**config.mk**
```make
export PLATFORM = sky130hd
export DESIGN_NAME = csv_record_field_writer
export DESIGN_NICKNAME = d
export VERILOG_FILES = /design/src/csvw_pkg.sv /design/src/csvw_field_buf.sv /design/src/csvw_char_class.sv /design/src/csv_record_field_writer.sv
export SDC_FILE = /design/constraint.sdc
export NUM_CORES = 1
export LEC_CHECK = 0
export BUFFER_PORTS_ARGS = -buffer_cell sky130_fd_sc_hd__buf_4
export CORE_MARGIN = 1
export CORE_UTILIZATION = 66
export CTS_CLUSTER_DIAMETER = 80
export CTS_CLUSTER_SIZE = 14
export DETAILED_ROUTE_END_ITERATION = 16
export PLACE_DENSITY = 0.82
export SETUP_SLACK_MARGIN = 0.02
export SLEW_MARGIN = 15
export SYNTH_ARGS = -nofsm -noshare
export SYNTH_HDL_FRONTEND = slang
export SYNTH_HIERARCHICAL = 1
export SYNTH_SLANG_ARGS = --single-unit
```
**constraint.sdc**
```tcl
create_clock -name clk -period 5.2 [get_ports clk]
set_input_delay 0.26 -clock clk [delete_from_list [all_inputs] [get_ports clk]]
set_output_delay 0.26 -clock clk [all_outputs]
set_load 0.005 [all_outputs]
```
**src/csvw_pkg.sv**
```systemverilog
// Shared types and constants for the CSV record field writer.
`timescale 1ns / 1ps

package csvw_pkg;

  // Command codes on the input channel
  localparam logic [2:0] OP_BEGIN  = 3'd0;
  localparam logic [2:0] OP_BYTE   = 3'd1;
  localparam logic [2:0] OP_EMPTY  = 3'd2;
  localparam logic [2:0] OP_END    = 3'd3;
  localparam logic [2:0] OP_FINISH = 3'd4;

  // Result status codes
  localparam logic [1:0] STAT_OK       = 2'd0;
  localparam logic [1:0] STAT_INVALID  = 2'd1;
  localparam logic [1:0] STAT_OVERFLOW = 2'd2;

  // Escape modes; any other code means no escaping
  localparam logic [1:0] ESC_DOUBLE    = 2'd0;
  localparam logic [1:0] ESC_BACKSLASH = 2'd1;

  // Configuration register indexes
  localparam logic [2:0] REG_DELIMITER   = 3'd0;
  localparam logic [2:0] REG_QUOTE       = 3'd1;
  localparam logic [2:0] REG_ESCAPE      = 3'd2;
  localparam logic [2:0] REG_QUOTE_ALL   = 3'd3;
  localparam logic [2:0] REG_QUOTE_EMPTY = 3'd4;
  localparam logic [2:0] REG_QUOTE_NEED  = 3'd5;
  localparam logic [2:0] REG_NL_BYTES    = 3'd6;
  localparam logic [2:0] REG_NL_LENGTH   = 3'd7;

  // Fixed characters
  localparam logic [7:0] CH_LF  = 8'd10;
  localparam logic [7:0] CH_CR  = 8'd13;
  localparam logic [7:0] CH_BSL = 8'd92;

  // Record phase
  typedef enum logic [1:0] {
    PH_IDLE   = 2'd0,
    PH_RECORD = 2'd1,
    PH_DONE   = 2'd2
  } phase_t;

  // Sequencer states
  typedef enum logic [3:0] {
    ST_IDLE,
    ST_STATUS,
    ST_CLOSE,
    ST_DELIM,
    ST_OPENQ,
    ST_READ,
    ST_BYTE,
    ST_ESC2,
    ST_CLOSEQ,
    ST_NL1,
    ST_NL2
  } state_t;

  // Character class flags from the shared compare unit
  typedef struct packed {
    logic is_quote;
    logic is_delim;
    logic is_cr;
    logic is_lf;
    logic is_bsl;
  } class_t;

endpackage

```
**src/csvw_field_buf.sv**
```systemverilog
// Field byte buffer: one write port, one registered read port.
`timescale 1ns / 1ps

module csvw_field_buf #(
  parameter int DEPTH = 16,
  parameter int IDX_W = 4
) (
  input  logic             clk,
  input  logic             wr_en,
  input  logic [IDX_W-1:0] wr_addr,
  input  logic [7:0]       wr_data,
  input  logic             rd_en,
  input  logic [IDX_W-1:0] rd_addr,
  output logic [7:0]       rd_data
);

  logic [7:0] mem [DEPTH];

  // write side
  always_ff @(posedge clk) begin
    if (wr_en) begin
      mem[wr_addr] <= wr_data;
    end
  end

  // read side, data held until the next read
  always_ff @(posedge clk) begin
    if (rd_en) begin
      rd_data <= mem[rd_addr];
    end
  end

endmodule

```
**src/csvw_char_class.sv**
```systemverilog
// Shared byte compare unit: classifies one byte against the special characters.
`timescale 1ns / 1ps

module csvw_char_class (
  input  logic              [7:0] byte_in,
  input  logic              [7:0] quote_mark,
  input  logic              [7:0] delimiter_char,
  output csvw_pkg::class_t        cls
);

  always_comb begin
    cls.is_quote = (byte_in == quote_mark);
    cls.is_delim = (byte_in == delimiter_char);
    cls.is_cr    = (byte_in == csvw_pkg::CH_CR);
    cls.is_lf    = (byte_in == csvw_pkg::CH_LF);
    cls.is_bsl   = (byte_in == csvw_pkg::CH_BSL);
  end

endmodule

```
**src/csv_record_field_writer.sv**
```systemverilog
// Top level of the CSV record field writer: registers, sequencer and output stage.
//
//   channel  | direction | handshake           | payload
//   ---------+-----------+---------------------+--------------------------------------
//   cfg      | in        | cfg_valid/cfg_ready | cfg_index, cfg_data
//   in       | in        | in_valid/in_stall   | op, data_byte, field_end
//   out      | out       | out_valid/out_stall | out_byte, byte_valid, status, last_result
//
// A field byte without field_end is only stored; a status-only command returns a status result.
// A field close emits the delimiter, quote marks or a lone status result as needed, reads
// each buffered byte from the buffer before emitting it, and puts an escape byte before each
// escaped byte.
// A record end emits its terminator bytes.
// Rate is set by the single buffer read port and the one shared compare unit.
// rst is synchronous; it clears phase, flags, counts, state, config and out_valid only.
// A stalled output holds the sequencer; one waiting result does not block intake.
`timescale 1ns / 1ps

module csv_record_field_writer #(
  parameter int FIELD_DEPTH = 16
) (
  input  logic       clk,
  input  logic       rst,
  input  logic       cfg_valid,
  output logic       cfg_ready,
  input  logic [2:0] cfg_index,
  input  logic [15:0] cfg_data,
  input  logic       in_valid,
  output logic       in_stall,
  input  logic [2:0] op,
  input  logic [7:0] data_byte,
  input  logic       field_end,
  output logic       out_valid,
  input  logic       out_stall,
  output logic [7:0] out_byte,
  output logic       byte_valid,
  output logic [1:0] status,
  output logic       last_result
);

  localparam int CNT_W = $clog2(FIELD_DEPTH + 1);
  localparam int IDX_W = (FIELD_DEPTH > 1) ? $clog2(FIELD_DEPTH) : 1;
  localparam logic [CNT_W-1:0] DEPTH_C = CNT_W'(FIELD_DEPTH);

  // configuration registers
  logic [7:0]  delimiter_char;
  logic [7:0]  quote_mark;
  logic [1:0]  esc_sel;
  logic        quote_all;
  logic        quote_empty;
  logic        quote_special;
  logic [15:0] newline_bytes;
  logic [1:0]  newline_length;

  // writer state
  csvw_pkg::state_t state, state_next;
  csvw_pkg::phase_t phase;
  logic             field_seen;
  logic [CNT_W-1:0] fill_cnt;
  logic             special_seen;
  logic             quote_seen;
  logic             overflow_flag;

  // per-field emission state
  logic [CNT_W-1:0] len;
  logic [CNT_W-1:0] idx;
  logic             quoted;
  logic             esc_on;
  logic [1:0]       status_code;

  logic             accept;
  logic             pending;
  logic             slot_free;
  csvw_pkg::state_t dec_state;
  logic [1:0]       dec_status;
  logic             quoted_now;
  logic             at_end;
  logic             need_esc;
  logic             nl_two;
  logic             wr_en;
  logic             rd_en;
  logic [7:0]       rd_data;
  logic [7:0]       cls_in;
  csvw_pkg::class_t cls;

  logic             emit;
  logic [7:0]       e_byte;
  logic             e_bv;
  logic [1:0]       e_status;
  logic             e_last;

  assign cfg_ready = 1'b1;
  assign in_stall  = (state != csvw_pkg::ST_IDLE);
  assign accept    = in_valid && !in_stall;
  assign pending   = (fill_cnt != '0) || overflow_flag;
  assign slot_free = !out_valid || !out_stall;
  assign nl_two    = newline_length[1];
  assign at_end    = ((idx + 1'b1) == len);

  // configuration writes
  always_ff @(posedge clk) begin
    if (rst) begin
      delimiter_char <= 8'd44;
      quote_mark     <= 8'd34;
      esc_sel        <= csvw_pkg::ESC_DOUBLE;
      quote_all      <= 1'b0;
      quote_empty    <= 1'b0;
      quote_special  <= 1'b1;
      newline_bytes  <= 16'd10;
      newline_length <= 2'd1;
    end else if (cfg_valid && cfg_ready) begin
      unique case (cfg_index)
        csvw_pkg::REG_DELIMITER:   delimiter_char <= cfg_data[7:0];
        csvw_pkg::REG_QUOTE:       quote_mark     <= cfg_data[7:0];
        csvw_pkg::REG_ESCAPE:      esc_sel        <= cfg_data[1:0];
        csvw_pkg::REG_QUOTE_ALL:   quote_all      <= cfg_data[0];
        csvw_pkg::REG_QUOTE_EMPTY: quote_empty    <= cfg_data[0];
        csvw_pkg::REG_QUOTE_NEED:  quote_special  <= cfg_data[0];
        csvw_pkg::REG_NL_BYTES:    newline_bytes  <= cfg_data;
        csvw_pkg::REG_NL_LENGTH:   newline_length <= cfg_data[1:0];
      endcase
    end
  end

  // shared compare unit: incoming byte while idle, buffered byte otherwise
  assign cls_in = (state == csvw_pkg::ST_IDLE) ? data_byte : rd_data;

  csvw_char_class u_class (
    .byte_in        (cls_in),
    .quote_mark     (quote_mark),
    .delimiter_char (delimiter_char),
    .cls            (cls)
  );

  // field buffer
  assign wr_en = accept && (dec_status == csvw_pkg::STAT_OK) &&
                 (op == csvw_pkg::OP_BYTE) && (fill_cnt < DEPTH_C);
  assign rd_en = (state == csvw_pkg::ST_READ);

  csvw_field_buf #(
    .DEPTH (FIELD_DEPTH),
    .IDX_W (IDX_W)
  ) u_buf (
    .clk     (clk),
    .wr_en   (wr_en),
    .wr_addr (fill_cnt[IDX_W-1:0]),
    .wr_data (data_byte),
    .rd_en   (rd_en),
    .rd_addr (idx[IDX_W-1:0]),
    .rd_data (rd_data)
  );

  // command decode against the current phase
  always_comb begin
    dec_state  = csvw_pkg::ST_STATUS;
    dec_status = csvw_pkg::STAT_OK;
    unique case (op)
      csvw_pkg::OP_BEGIN: begin
        if (phase != csvw_pkg::PH_IDLE) dec_status = csvw_pkg::STAT_INVALID;
      end
      csvw_pkg::OP_BYTE: begin
        if (phase != csvw_pkg::PH_RECORD) dec_status = csvw_pkg::STAT_INVALID;
        else if (field_end) dec_state = csvw_pkg::ST_CLOSE;
        else dec_state = csvw_pkg::ST_IDLE;
      end
      csvw_pkg::OP_EMPTY: begin
        if (phase != csvw_pkg::PH_RECORD || pending) dec_status = csvw_pkg::STAT_INVALID;
        else dec_state = csvw_pkg::ST_CLOSE;
      end
      csvw_pkg::OP_END: begin
        if (phase != csvw_pkg::PH_RECORD || pending) dec_status = csvw_pkg::STAT_INVALID;
        else dec_state = csvw_pkg::ST_NL1;
      end
      csvw_pkg::OP_FINISH: begin
        if (phase == csvw_pkg::PH_RECORD) begin
          if (pending) dec_status = csvw_pkg::STAT_INVALID;
          else dec_state = csvw_pkg::ST_NL1;
        end
      end
      default: dec_status = csvw_pkg::STAT_INVALID;
    endcase
  end

  // quoting decision at field close
  assign quoted_now = (fill_cnt == '0) ? (quote_all || quote_empty)
                                       : (quote_all || (quote_special && special_seen));

  // escape needed for the buffered byte now on the compare unit
  assign need_esc = esc_on &&
                    (((esc_sel == csvw_pkg::ESC_DOUBLE) && cls.is_quote) ||
                     ((esc_sel == csvw_pkg::ESC_BACKSLASH) && (cls.is_quote || cls.is_bsl)));

  // next state
  always_comb begin
    state_next = state;
    unique case (state)
      csvw_pkg::ST_IDLE: begin
        if (accept) state_next = dec_state;
      end
      csvw_pkg::ST_STATUS: begin
        if (slot_free) state_next = csvw_pkg::ST_IDLE;
      end
      csvw_pkg::ST_CLOSE: begin
        if (overflow_flag) state_next = csvw_pkg::ST_STATUS;
        else if (field_seen) state_next = csvw_pkg::ST_DELIM;
        else if (quoted_now) state_next = csvw_pkg::ST_OPENQ;
        else if (fill_cnt != '0) state_next = csvw_pkg::ST_READ;
        else state_next = csvw_pkg::ST_STATUS;
      end
      csvw_pkg::ST_DELIM: begin
        if (slot_free) begin
          if (quoted) state_next = csvw_pkg::ST_OPENQ;
          else if (len != '0) state_next = csvw_pkg::ST_READ;
          else state_next = csvw_pkg::ST_IDLE;
        end
      end
      csvw_pkg::ST_OPENQ: begin
        if (slot_free) begin
          state_next = (len != '0) ? csvw_pkg::ST_READ : csvw_pkg::ST_CLOSEQ;
        end
      end
      csvw_pkg::ST_READ: state_next = csvw_pkg::ST_BYTE;
      csvw_pkg::ST_BYTE: begin
        if (slot_free) begin
          if (need_esc) state_next = csvw_pkg::ST_ESC2;
          else if (!at_end) state_next = csvw_pkg::ST_READ;
          else state_next = quoted ? csvw_pkg::ST_CLOSEQ : csvw_pkg::ST_IDLE;
        end
      end
      csvw_pkg::ST_ESC2: begin
        if (slot_free) begin
          if (!at_end) state_next = csvw_pkg::ST_READ;
          else state_next = quoted ? csvw_pkg::ST_CLOSEQ : csvw_pkg::ST_IDLE;
        end
      end
      csvw_pkg::ST_CLOSEQ: begin
        if (slot_free) state_next = csvw_pkg::ST_IDLE;
      end
      csvw_pkg::ST_NL1: begin
        if (slot_free) state_next = nl_two ? csvw_pkg::ST_NL2 : csvw_pkg::ST_IDLE;
      end
      csvw_pkg::ST_NL2: begin
        if (slot_free) state_next = csvw_pkg::ST_IDLE;
      end
      default: state_next = csvw_pkg::ST_IDLE;
    endcase
  end

  // result produced in each state
  always_comb begin
    emit     = 1'b0;
    e_byte   = 8'd0;
    e_bv     = 1'b1;
    e_status = csvw_pkg::STAT_OK;
    e_last   = 1'b0;
    unique case (state)
      csvw_pkg::ST_STATUS: begin
        emit     = 1'b1;
        e_bv     = 1'b0;
        e_status = status_code;
        e_last   = 1'b1;
      end
      csvw_pkg::ST_DELIM: begin
        emit   = 1'b1;
        e_byte = delimiter_char;
        e_last = (len == '0) && !quoted;
      end
      csvw_pkg::ST_OPENQ: begin
        emit   = 1'b1;
        e_byte = quote_mark;
      end
      csvw_pkg::ST_BYTE: begin
        emit = 1'b1;
        if (need_esc) begin
          e_byte = (esc_sel == csvw_pkg::ESC_DOUBLE) ? quote_mark : csvw_pkg::CH_BSL;
        end else begin
          e_byte = rd_data;
          e_last = at_end && !quoted;
        end
      end
      csvw_pkg::ST_ESC2: begin
        emit   = 1'b1;
        e_byte = rd_data;
        e_last = at_end && !quoted;
      end
      csvw_pkg::ST_CLOSEQ: begin
        emit   = 1'b1;
        e_byte = quote_mark;
        e_last = 1'b1;
      end
      csvw_pkg::ST_NL1: begin
        emit   = 1'b1;
        e_byte = newline_bytes[7:0];
        e_last = !nl_two;
      end
      csvw_pkg::ST_NL2: begin
        emit   = 1'b1;
        e_byte = newline_bytes[15:8];
        e_last = 1'b1;
      end
      default: emit = 1'b0;
    endcase
  end

  // sequencer state register
  always_ff @(posedge clk) begin
    if (rst) state <= csvw_pkg::ST_IDLE;
    else state <= state_next;
  end

  // record and field state
  always_ff @(posedge clk) begin
    if (rst) begin
      phase         <= csvw_pkg::PH_IDLE;
      field_seen    <= 1'b0;
      fill_cnt      <= '0;
      special_seen  <= 1'b0;
      quote_seen    <= 1'b0;
      overflow_flag <= 1'b0;
    end else if (accept && dec_status == csvw_pkg::STAT_OK) begin
      unique case (op)
        csvw_pkg::OP_BEGIN, csvw_pkg::OP_END, csvw_pkg::OP_FINISH: begin
          if (op == csvw_pkg::OP_BEGIN) phase <= csvw_pkg::PH_RECORD;
          else if (op == csvw_pkg::OP_END) phase <= csvw_pkg::PH_IDLE;
          else phase <= csvw_pkg::PH_DONE;
          field_seen    <= 1'b0;
          fill_cnt      <= '0;
          special_seen  <= 1'b0;
          quote_seen    <= 1'b0;
          overflow_flag <= 1'b0;
        end
        csvw_pkg::OP_BYTE: begin
          if (fill_cnt < DEPTH_C) fill_cnt <= fill_cnt + 1'b1;
          else overflow_flag <= 1'b1;
          if (cls.is_quote) quote_seen <= 1'b1;
          if (cls.is_quote || cls.is_delim || cls.is_cr || cls.is_lf) special_seen <= 1'b1;
        end
        default: begin
        end
      endcase
    end else if (state == csvw_pkg::ST_CLOSE) begin
      // field taken over by the emission registers
      if (!overflow_flag) field_seen <= 1'b1;
      fill_cnt      <= '0;
      special_seen  <= 1'b0;
      quote_seen    <= 1'b0;
      overflow_flag <= 1'b0;
    end
  end

  // emission registers
  always_ff @(posedge clk) begin
    if (accept) status_code <= dec_status;
    if (state == csvw_pkg::ST_CLOSE) begin
      len         <= fill_cnt;
      idx         <= '0;
      quoted      <= quoted_now;
      esc_on      <= quoted_now || (quote_seen && !esc_sel[1]);
      status_code <= overflow_flag ? csvw_pkg::STAT_OVERFLOW : csvw_pkg::STAT_OK;
    end else if (state_next == csvw_pkg::ST_READ &&
                 (state == csvw_pkg::ST_BYTE || state == csvw_pkg::ST_ESC2)) begin
      idx <= idx + 1'b1;
    end
  end

  // output register
  always_ff @(posedge clk) begin
    if (rst) out_valid <= 1'b0;
    else if (emit && slot_free) out_valid <= 1'b1;
    else if (!out_stall) out_valid <= 1'b0;
  end

  always_ff @(posedge clk) begin
    if (emit && slot_free) begin
      out_byte    <= e_byte;
      byte_valid  <= e_bv;
      status      <= e_status;
      last_result <= e_last;
    end
  end

endmodule

```
# Yosys cells after proc, flatten, opt, wreduce, memory -nomap -nowiden
# Memories as Yosys holds them, arrays and structs flattened. A register that Yosys moved wholly into a read port is not among the register bits.
# Index checks and enable logic that the tools add are counted.
dict set report word_totals {
  regBits 81
  ram_bits 128
  in_bits 36
  output_inout_bits 15
  n_memories 1
}
# memory words word_bits rd rd_ports_with_merged_regs write_ports line_no
set mem_list {}
lappend mem_list {u_buf.mem 16 8 1 1 1 csvw_field_buf.sv:17} ;# logic [7:0] mem [DEPTH];
dict set report classes {
  add_sub_neg 2
  order_cmp 1
  eq_ne 39
  muxes 68
  reduce_logical 63
}
# op count
set op_table {}
lappend op_table {{two-way mux 4 bit} 15}
lappend op_table {{case mux 8 bit (6 select lines)} 1}
lappend op_table {{case mux 4 bit (9 select lines)} 1}
lappend op_table {{two-way mux 1 bit} 24}
lappend op_table {{two-way mux 8 bit} 3}
lappend op_table {{equality test 4 x 3 -> 1 bit, second input constant} 5}
lappend op_table {{two-way mux 3 bit} 6}
lappend op_table {{AND reduction 2 bit} 9}
lappend op_table {{equality test 8 x 4 -> 1 bit, second input constant} 2}
lappend op_table {{equality test 8 bit} 2}
lappend op_table {{two-way mux 2 bit} 8}
lappend op_table {{case mux 4 bit (4 select lines)} 1}
lappend op_table {{equality test 3 bit, second input constant} 5}
lappend op_table {{two-way mux 5 bit} 3}
lappend op_table {{AND reduction 3 bit} 5}
lappend op_table {{logical AND 1 bit} 13}
lappend op_table {{equality test 3 x 2 -> 1 bit, second input constant} 4}
lappend op_table {{equality test 4 bit, second input constant} 3}
lappend op_table {{logical OR 1 bit} 12}
lappend op_table {{adder 5 x 1 -> 5 bit, second input constant} 2}
lappend op_table {{logical NOT 5 bit} 2}
lappend op_table {{case mux 5 bit (2 select lines)} 1}
lappend op_table {{nonzero test 5 bit} 2}
lappend op_table {{!= test 3 x 2 -> 1 bit, second input constant} 3}
lappend op_table {{other kinds (21)} 41}

# Logic depth before layout (Yosys ltp)
# Gate-level depths: netlist of the first run.
dict set report logic_depth {
  ltp_word 12
  mapped_depth 13
  mapped_depth_nobuf 11
}

# By module
# The synthesis of the first run kept the hierarchy.
# mod n_inst cells_each area_per_inst_um2 seq_area_each_um2
set by_module_without_submodules {}
lappend by_module_without_submodules {csvw_field_buf 1 229 5227.5 4083.9}
lappend by_module_without_submodules {csv_record_field_writer 1 464 4112.7 1811.7}
lappend by_module_without_submodules {csvw_char_class 1 31 227.7 0.0}

# Least setup slack after synthesis of the first run
# Ideal clock, no wire load.
dict set report synth_path {
  path_type {register to register}
  start {register fill_cnt[0]}
  end {memory u_buf.mem[0][0], enable pin}
  setup_ps 383
  t_arrival_ps 2846
  t_required_ps 4817
  setup_slack_ps 1970
  stages_incl_launch_ff 9
  path_cell_list {dfxtp_1 -> inv_1 -> ha_1 -> nor4b_4 -> o2111ai_1 -> a21oi_4 -> nor4b_4 -> or3b_2 -> nor3_1}
}
dict set report synth_between {
  elab_chain_len 11
  elab_cells_between_ends 14
  classes_between {1 x order compare; 6 x mux; 7 x reduce/logical}
}
# element line_no
set synth_lines {}
lappend synth_lines {{start: declaration} csv_record_field_writer.sv:59} ;# logic [CNT_W-1:0] fill_cnt;
lappend synth_lines {{start signal: assignment} csv_record_field_writer.sv:333} ;# if (fill_cnt < DEPTH_C) fill_cnt <= fill_cnt + 1'b1;
lappend synth_lines {{nonzero test 5 bit} csv_record_field_writer.sv:95} ;# assign pending = (fill_cnt != '0) || overflow_flag;
lappend synth_lines {{logical OR 1 bit} csv_record_field_writer.sv:95}
lappend synth_lines {{two-way mux 1 bit / logical OR 1 bit (equally long branches)} {csv_record_field_writer.sv:176, csv_record_field_writer.sv:167, csv_record_field_writer.sv:171}}
lappend synth_lines {{two-way mux 1 bit, on equally long branches} {csv_record_field_writer.sv:175, csv_record_field_writer.sv:167, csv_record_field_writer.sv:171}}
lappend synth_lines {{case mux 2 bit (4 select lines)} csv_record_field_writer.sv:157} ;# unique case (op)
lappend synth_lines {{logical NOT 2 bit} csv_record_field_writer.sv:136} ;# assign wr_en = accept && (dec_status == csvw_pkg::STAT_OK) &&
lappend synth_lines {{logical AND 1 bit (2 in a row)} csv_record_field_writer.sv:136}
lappend synth_lines {{logical AND 1 bit (*)} csv_record_field_writer.sv:137} ;# (op == csvw_pkg::OP_BYTE) && (fill_cnt < DEPTH_C);
lappend synth_lines {{named net wr_en} csv_record_field_writer.sv:80} ;# logic wr_en;
lappend synth_lines {{two-way mux 1 bit (*)} csvw_field_buf.sv:21} ;# if (wr_en) begin
lappend synth_lines {{two-way mux 1 bit (implied by the code) (*)} csvw_field_buf.sv:22} ;# mem[wr_addr] <= wr_data;
lappend synth_lines {{end: declaration} csvw_field_buf.sv:17}
# Mark *: on every way through the listed nets, which the timed path passes. The rest lies on a longest branch.

==> flow_summary.json, run 1 <==
{
  "slew_headroom": 0.3151,
  "yosysUniqueCellTypes": 75,
  "synth-adder-area-share": 0.003923,
  "cts_buffer_depth": 3,
  "grt_antenna_before_repair": 0,
  "routedWlPerCell_um": 23.42,
  "post-route-period-util": 0.7556,
  "die_height_um": 122.4,
  "numCtsBuffers": 19,
  "grt_pass1_vias": 6227,
  "first_pass_iters": 6,
  "syn_area_per_cell_um2": 13.22,
  "synth_mux_area_frac": 0.1070,
  "maxSlewViolCount": 0,
  "worstPathRequired_ps": 5590,
  "status": "complete, no violations",
  "hpwl_um": 14950,
  "io_buffers": 49,
  "die_x_um": 122.4,
  "gp_congestion": 0.9127,
  "leakage_nw": 3.636,
  "hold_depth": 3,
  "drive_gt1_frac": 0.1507,
  "grt.overflow.total": 0,
  "clock.fmax_ghz": 0.2545,
  "synth-simple-area-share": 0.1387,
  "power_density_nw_per_um2": 318.1,
  "synth-xor-area-share": 0.02197,
  "yosysWarnings": 6,
  "grt_first_pass_wirelength_um": 34360,
  "area_growth_syn_to_layout_pct": 10.85,
  "pre_cts_ws_ps": 1277,
  "post-route-util": 0.7582,
  "grt_max_degree": 47,
  "cts_resized": 0,
  "rsz0062_at_grt": "false",
  "tns_ps": 0,
  "syn_area_um2": 9568,
  "synthFlopType": "edfxtp_1",
  "startpoint_type": "register",
  "fill_cells": 864,
  "layout_common_cells": "edfxtp_1, nand2_1, nor2_1",
  "synth_edf_count": 157,
  "placedCellCount": 926,
  "final_common_cell": "edfxtp_1",
  "critPathCaptureType": "register",
  "syn_inst": 724,
  "yosys_register_bits": 216,
  "htreeDepth": 1,
  "instances_no_fill": 963,
  "fp-row-count": 43,
  "ff2ff_path_depth": 11,
  "die_area_um2": 14980,
  "min_period_ps": 3929,
  "vias": 6335,
  "critical_path.max_fanout": 23,
  "wl_um": 22550,
  "fp.coreArea_um2": 13990,
  "synth_top_family_by_area": "simple AND/OR/NAND/NOR gates",
  "dpl-instance-area_um2": 10020,
  "setup_viol_count_final": 0,
  "hold_viol": 0,
  "synth_compound_area_frac": 0.08932,
  "finalPower_mw": 3.373,
  "setup_ws_ps": 1271,
  "async_flop_share": 0,
  "tightest_slew_ps": 1024,
  "cts.reportedPaths.clkPinSlew_ps": 70,
  "hold_class": "input pin to register",
  "cts_root_buf": "clkbuf_16",
  "pin_count": 51,
  "postLayoutCellArea_um2": 10610,
  "hold_slack_ps": 12.91,
  "vdd_drop_max_uv": 362.1,
  "drc": 0,
  "viasPerCell": 6.578,
  "worstSetupPathType": "register to register",
  "cts_tree": "built",
  "finalNetCount": 810,
  "initial_core_util": 0.6840,
  "diodes": 0,
  "first_iter_violations": 686,
  "drv_cap": 0,
  "worstSkewPairLatency_ps": 500,
  "clock_sinks": 216,
  "skew_ps": 14.30,
  "critPathArrivalTime_ps": 4310,
  "yosysSeqAreaShare": 0.6162,
  "grt.total_usage": 0.3109,
  "ant_nets": 0,
  "synth_fp_nets": 763
}
[repair_timing]
action / CTS / global route
buffers inserted: 0 / 0
endpoints found under the hold margin: 5 / 0
hold buffers: 4 / 0
[metal layers]
layer,up-vias,track usage,routed length [um]
met1,3096,0.3958,8899
met2,336,0.5379,11260
met3,61,0.04740,1605
met4,0,0.1197,786
li1,2842,-,-
met5,-,0,0
[final timing paths]
kind | slack [ps] | startpoint | end
hold / removal | 10 | cfg_data[13] | newline_bytes[13]$_SDFFE_PP0P_
setup reg to reg | 1270 | state[0]$_SDFF_PP0_ | idx[1]$_SDFFE_PP0P_
setup / recovery | 1270 | state[0]$_SDFF_PP0_ | idx[1]$_SDFFE_PP0P_
hold reg to reg | 470 | newline_bytes[10]$_SDFFE_PP0P_ | newline_bytes[10]$_SDFFE_PP0P_
[registers in the layout (all words and copies together), names as in the netlist, 2 cells and up]
| signal | cells |
|---|---|
| u_buf/mem | 128 |
| newline_bytes | 16 |
| delimiter_char | 8 |
| out_byte | 8 |
| quote_mark | 8 |
| u_buf/rd_data | 8 |
| fill_cnt | 5 |
| idx | 5 |
| len | 5 |
| state | 4 |
| esc_sel | 2 |
| phase | 2 |
| status | 2 |
| status_code | 2 |
[power by group]
| part | internal (mW) | switching (mW) | total (mW) |
|---|---|---|---|
| clock network | 0.689 | 0.605 | 1.29 |
| logic | 0.0880 | 0.114 | 0.202 |
| registers | 1.86 | 0.0173 | 1.88 |
| total | 2.64 | 0.737 | 3.37 |
[worst max-delay path, cell delays in order, from the launching register on]
cell	delay (ps)
dfxtp_1	540
nor4_4	800
mux2_2	480
nor2_1	100
nand3_1	100
nor4_1	210
a21oi_1	140
nor3b_1	370
a31oi_1	170
a21boi_1	450
nand2_1	180
a31o_1	270
[cell families after synthesis]
logic type / after synthesis
simple gates: 261
flops: 216
compound gates: 122
mux: 56
buf+inv: 41
xor+xnor: 24
fa+ha+maj: 3
other cells: 1
[synth_stat cells (11+ instances only)]
cell	n	area [um^2]
a22oi_1	23	172.7
a21oi_1	40	200.2
nor2b_1	15	93.84
nand3b_1	11	82.58
nor3_1	12	60.06
mux4_1	14	367.9
nand3_1	11	55.05
nor2_1	60	225.2
mux2i_1	16	160.2
nand2_1	98	367.9
nand2b_1	12	75.07
edfxtp_1	157	4715
xnor2_1	19	166.4
clkbuf_1	17	63.81
mux4_2	18	405.4
dfxtp_1	59	1181
[cell type report]
class	instances	area [um^2]	share of cell area
flip-flops and latches	216	5897	0.5560
multi-input cells	467	3467	0.3269
clock buffers	31	520.5	0.04907
repair buffers	58	445.4	0.04200
well taps	180	225.2	0.02123
inverters	9	33.78	0.003185
clock inverters	2	17.52	0.001652
(Power assumes the default switching activity.)
==> run 2, diff against run 1 <==
CORE_UTILIZATION = 55   (was 66)
PLACE_DENSITY = 0.73   (was 0.82)
clock period = 3.4 ns   (was 5.2 ns; I/O delays follow)
==> run 2 against run 1 <==
Compared with the run above: setup slack got worse by 1000 ps; combinational power grew 62%; sequential cell count stayed put; via count increased by 0.87%; highest routed layer unchanged; clock power rose by 54%; clock skew fell by 0.94 ps; critical path depth is 4 lower.
==> flow_summary.json, run 2 (synthesis gave the netlist of run 1 again) <==
{
  "htreeDepth": 1,
  "drc": 0,
  "grt.total_usage": 0.2505,
  "die_height_um": 133.9,
  "grt.overflow.total": 0,
  "status": "complete, no violations",
  "worstPathRequired_ps": 3610,
  "tightest_slew_ps": 1033,
  "reg2reg_from": "fill_cnt[2]$_SDFFE_PP0P_",
  "regToRegEndpoint": "u_buf/mem[0][5]$_DFFE_PP_",
  "tns_ps": 0,
  "cpPeakStageDelay_ps": 550,
  "first_iter_violations": 654,
  "p_sw_mw": 1.117,
  "gp_congestion": 0.9132,
  "instances_no_fill": 1042,
  "cts.reportedPaths.clkPinSlew_ps": 70,
  "reg_top3": "u_buf/mem (128), newline_bytes (16)",
  "hold_viol": 0,
  "numCtsBuffers": 19,
  "grt_first_pass_wirelength_um": 34440,
  "die_x_um": 133.9,
  "post-route-period-util": 0.9218,
  "crit_end": "u_buf/mem[0][5]$_DFFE_PP_",
  "first_pass_iters": 7,
  "grt_antenna_before_repair": 0,
  "largest_reg_flops": 128,
  "wl_um": 21890,
  "area_growth_syn_to_layout_pct": 14.97,
  "placedCellCount": 992,
  "dpl-instance-area_um2": 10260,
  "skew_ps": 13.36,
  "cp_slowest_cell": "or3b_2",
  "hold_start": "data_byte[2]",
  "r2r_slack_ps": 270,
  "grt_max_degree": 47,
  "power_density_nw_per_um2": 471.2,
  "path_cells": "nor4b_4 -> o2111ai_1 -> a21oi_4 -> nor4b_4 -> or3b_2 -> nor3_1 -> buf_4",
  "startpoint_type": "register",
  "internal_power_mw": 4.067,
  "final_common_cell": "edfxtp_1",
  "die_area_um2": 17930,
  "rsz0062_at_grt": "false",
  "initial_core_util": 0.5709,
  "hold_class": "input pin to register",
  "io_buffers": 49,
  "leakage_nw": 3.827,
  "cp_common_cell": "nor4b_4",
  "critical_path.max_fanout": 9,
  "worstSetupPathType": "register to register",
  "critPathArrivalTime_ps": 3340,
  "clock_sinks": 216,
  "layout_common_cells": "edfxtp_1, nand2_1, buf_4",
  "hpwl_um": 14910,
  "seqPwrFrac": 0.554,
  "fp.coreArea_um2": 16760,
  "drv_cap": 0,
  "cts_root_buf": "clkbuf_16",
  "postCtsSetupBuffers": 0,
  "p_comb_frac": 0.063,
  "crit_path_start": "fill_cnt[2]$_SDFFE_PP0P_",
  "min_period_ps": 3134,
  "clock.fmax_ghz": 0.3191,
  "viasPerCell": 6.132,
  "regMostFlops": "u_buf/mem",
  "postLayoutCellArea_um2": 11000,
  "cts_tree": "built",
  "slew_headroom": 0.3085,
  "clock_power_share": 0.383,
  "worstSkewPairLatency_ps": 500,
  "diodes": 0,
  "vias": 6390,
  "p_sw_frac": 0.2155,
  "routedWlPerCell_um": 21.01,
  "ff2ff_path_depth": 7,
  "pin_count": 51,
  "setup_viol_count_final": 0,
  "cts_buffer_depth": 3,
  "finalNetCount": 849,
  "vdd_drop_max_uv": 352.5,
  "ant_nets": 0,
  "drive_gt1_frac": 0.1776,
  "maxSlewViolCount": 0,
  "grt_pass1_vias": 6316,
  "critPathCaptureType": "register",
  "fp-row-count": 47
}
==> run 2: changes by cell type in the layout (fill, tap and decap cells not counted), sizes merged <==
cell | before | now
dlygate4sd3 | 4 | 17
clkinv | 0 | 1
buf | 54 | 80
inv | 11 | 10
==> run 2: worst max-delay path: cells and delay by family (launching register included) <==
family / cells / cell delay (ps)
and+or+nand+nor: 4 / 1610
AOI/OAI and AO/OA: 2 / 610
buffers and inverters: 1 / 200
DFF: 1 / 420
==> run 2: worst min-delay path by stage <==
stage / end / slack [ps] / cells past startpoint
after detailed placement: newline_bytes[3]$_SDFFE_PP1P_ / 410 / 3
after floorplan: phase[0]$_SDFFE_PP0P_ / 260 / 1
final: u_buf/mem[0][2]$_DFFE_PP_ / 20 / 1
after global placement: delimiter_char[3]$_SDFFE_PP1P_ / 390 / 2
after CTS: u_buf/mem[0][2]$_DFFE_PP_ / 20 / 1
after global routing: u_buf/mem[2][2]$_DFFE_PP_ / 20 / 1
==> run 2: repair_timing <==
action,CTS,global route
hold buffers,17,0
hold endpoints to repair,34,0
endpoints found under the setup margin,0,6
resized for setup,0,4
==> run 2: layer usage <==
layer  track usage  up-vias  routed length [um]
met3       0.03930       48                1207
met2        0.4266      257               10840
met1        0.3307     3170                9246
met4       0.07891        0                 594
met5             0        -                   0
li1              -     2915                   -
==> run 2: per-stage QoR <==
stage	power, mW	utilization	hold WS [ps]	setup slack, ps
2_1_floorplan	3.112	-	257.0	170.3
3_3_place_gp	3.225	0.6124	394.2	360.7
3_5_place_dp	3.237	0.6124	411.6	200.4
4_1_cts	5.217	0.6552	19.33	164.1
5_1_grt	5.342	0.6564	17.80	43.91
6_report	5.184	0.6564	21.91	265.8
==> run 2: final cells by class <==
cell class              instances  area (um^2)
clock inverters                 2        17.52
repair buffers                 97        774.5
multi-input cells             467         3472
inverters                       9        33.78
well taps                     220        275.3
fillers                      1216         5759
clock buffers                  31        530.5
flip-flops and latches        216         5897
==> run 2: power groups by stage <==
stage / Clock (mW) / Sequential [mW] / Combinational, mW
after CTS: 2.02 / 2.87 / 0.325
final: 1.99 / 2.87 / 0.327
after global routing: 2.12 / 2.87 / 0.352
after detailed placement: 0 / 2.93 / 0.309
after global placement: 0 / 2.93 / 0.298
after floorplan: 0 / 2.92 / 0.192
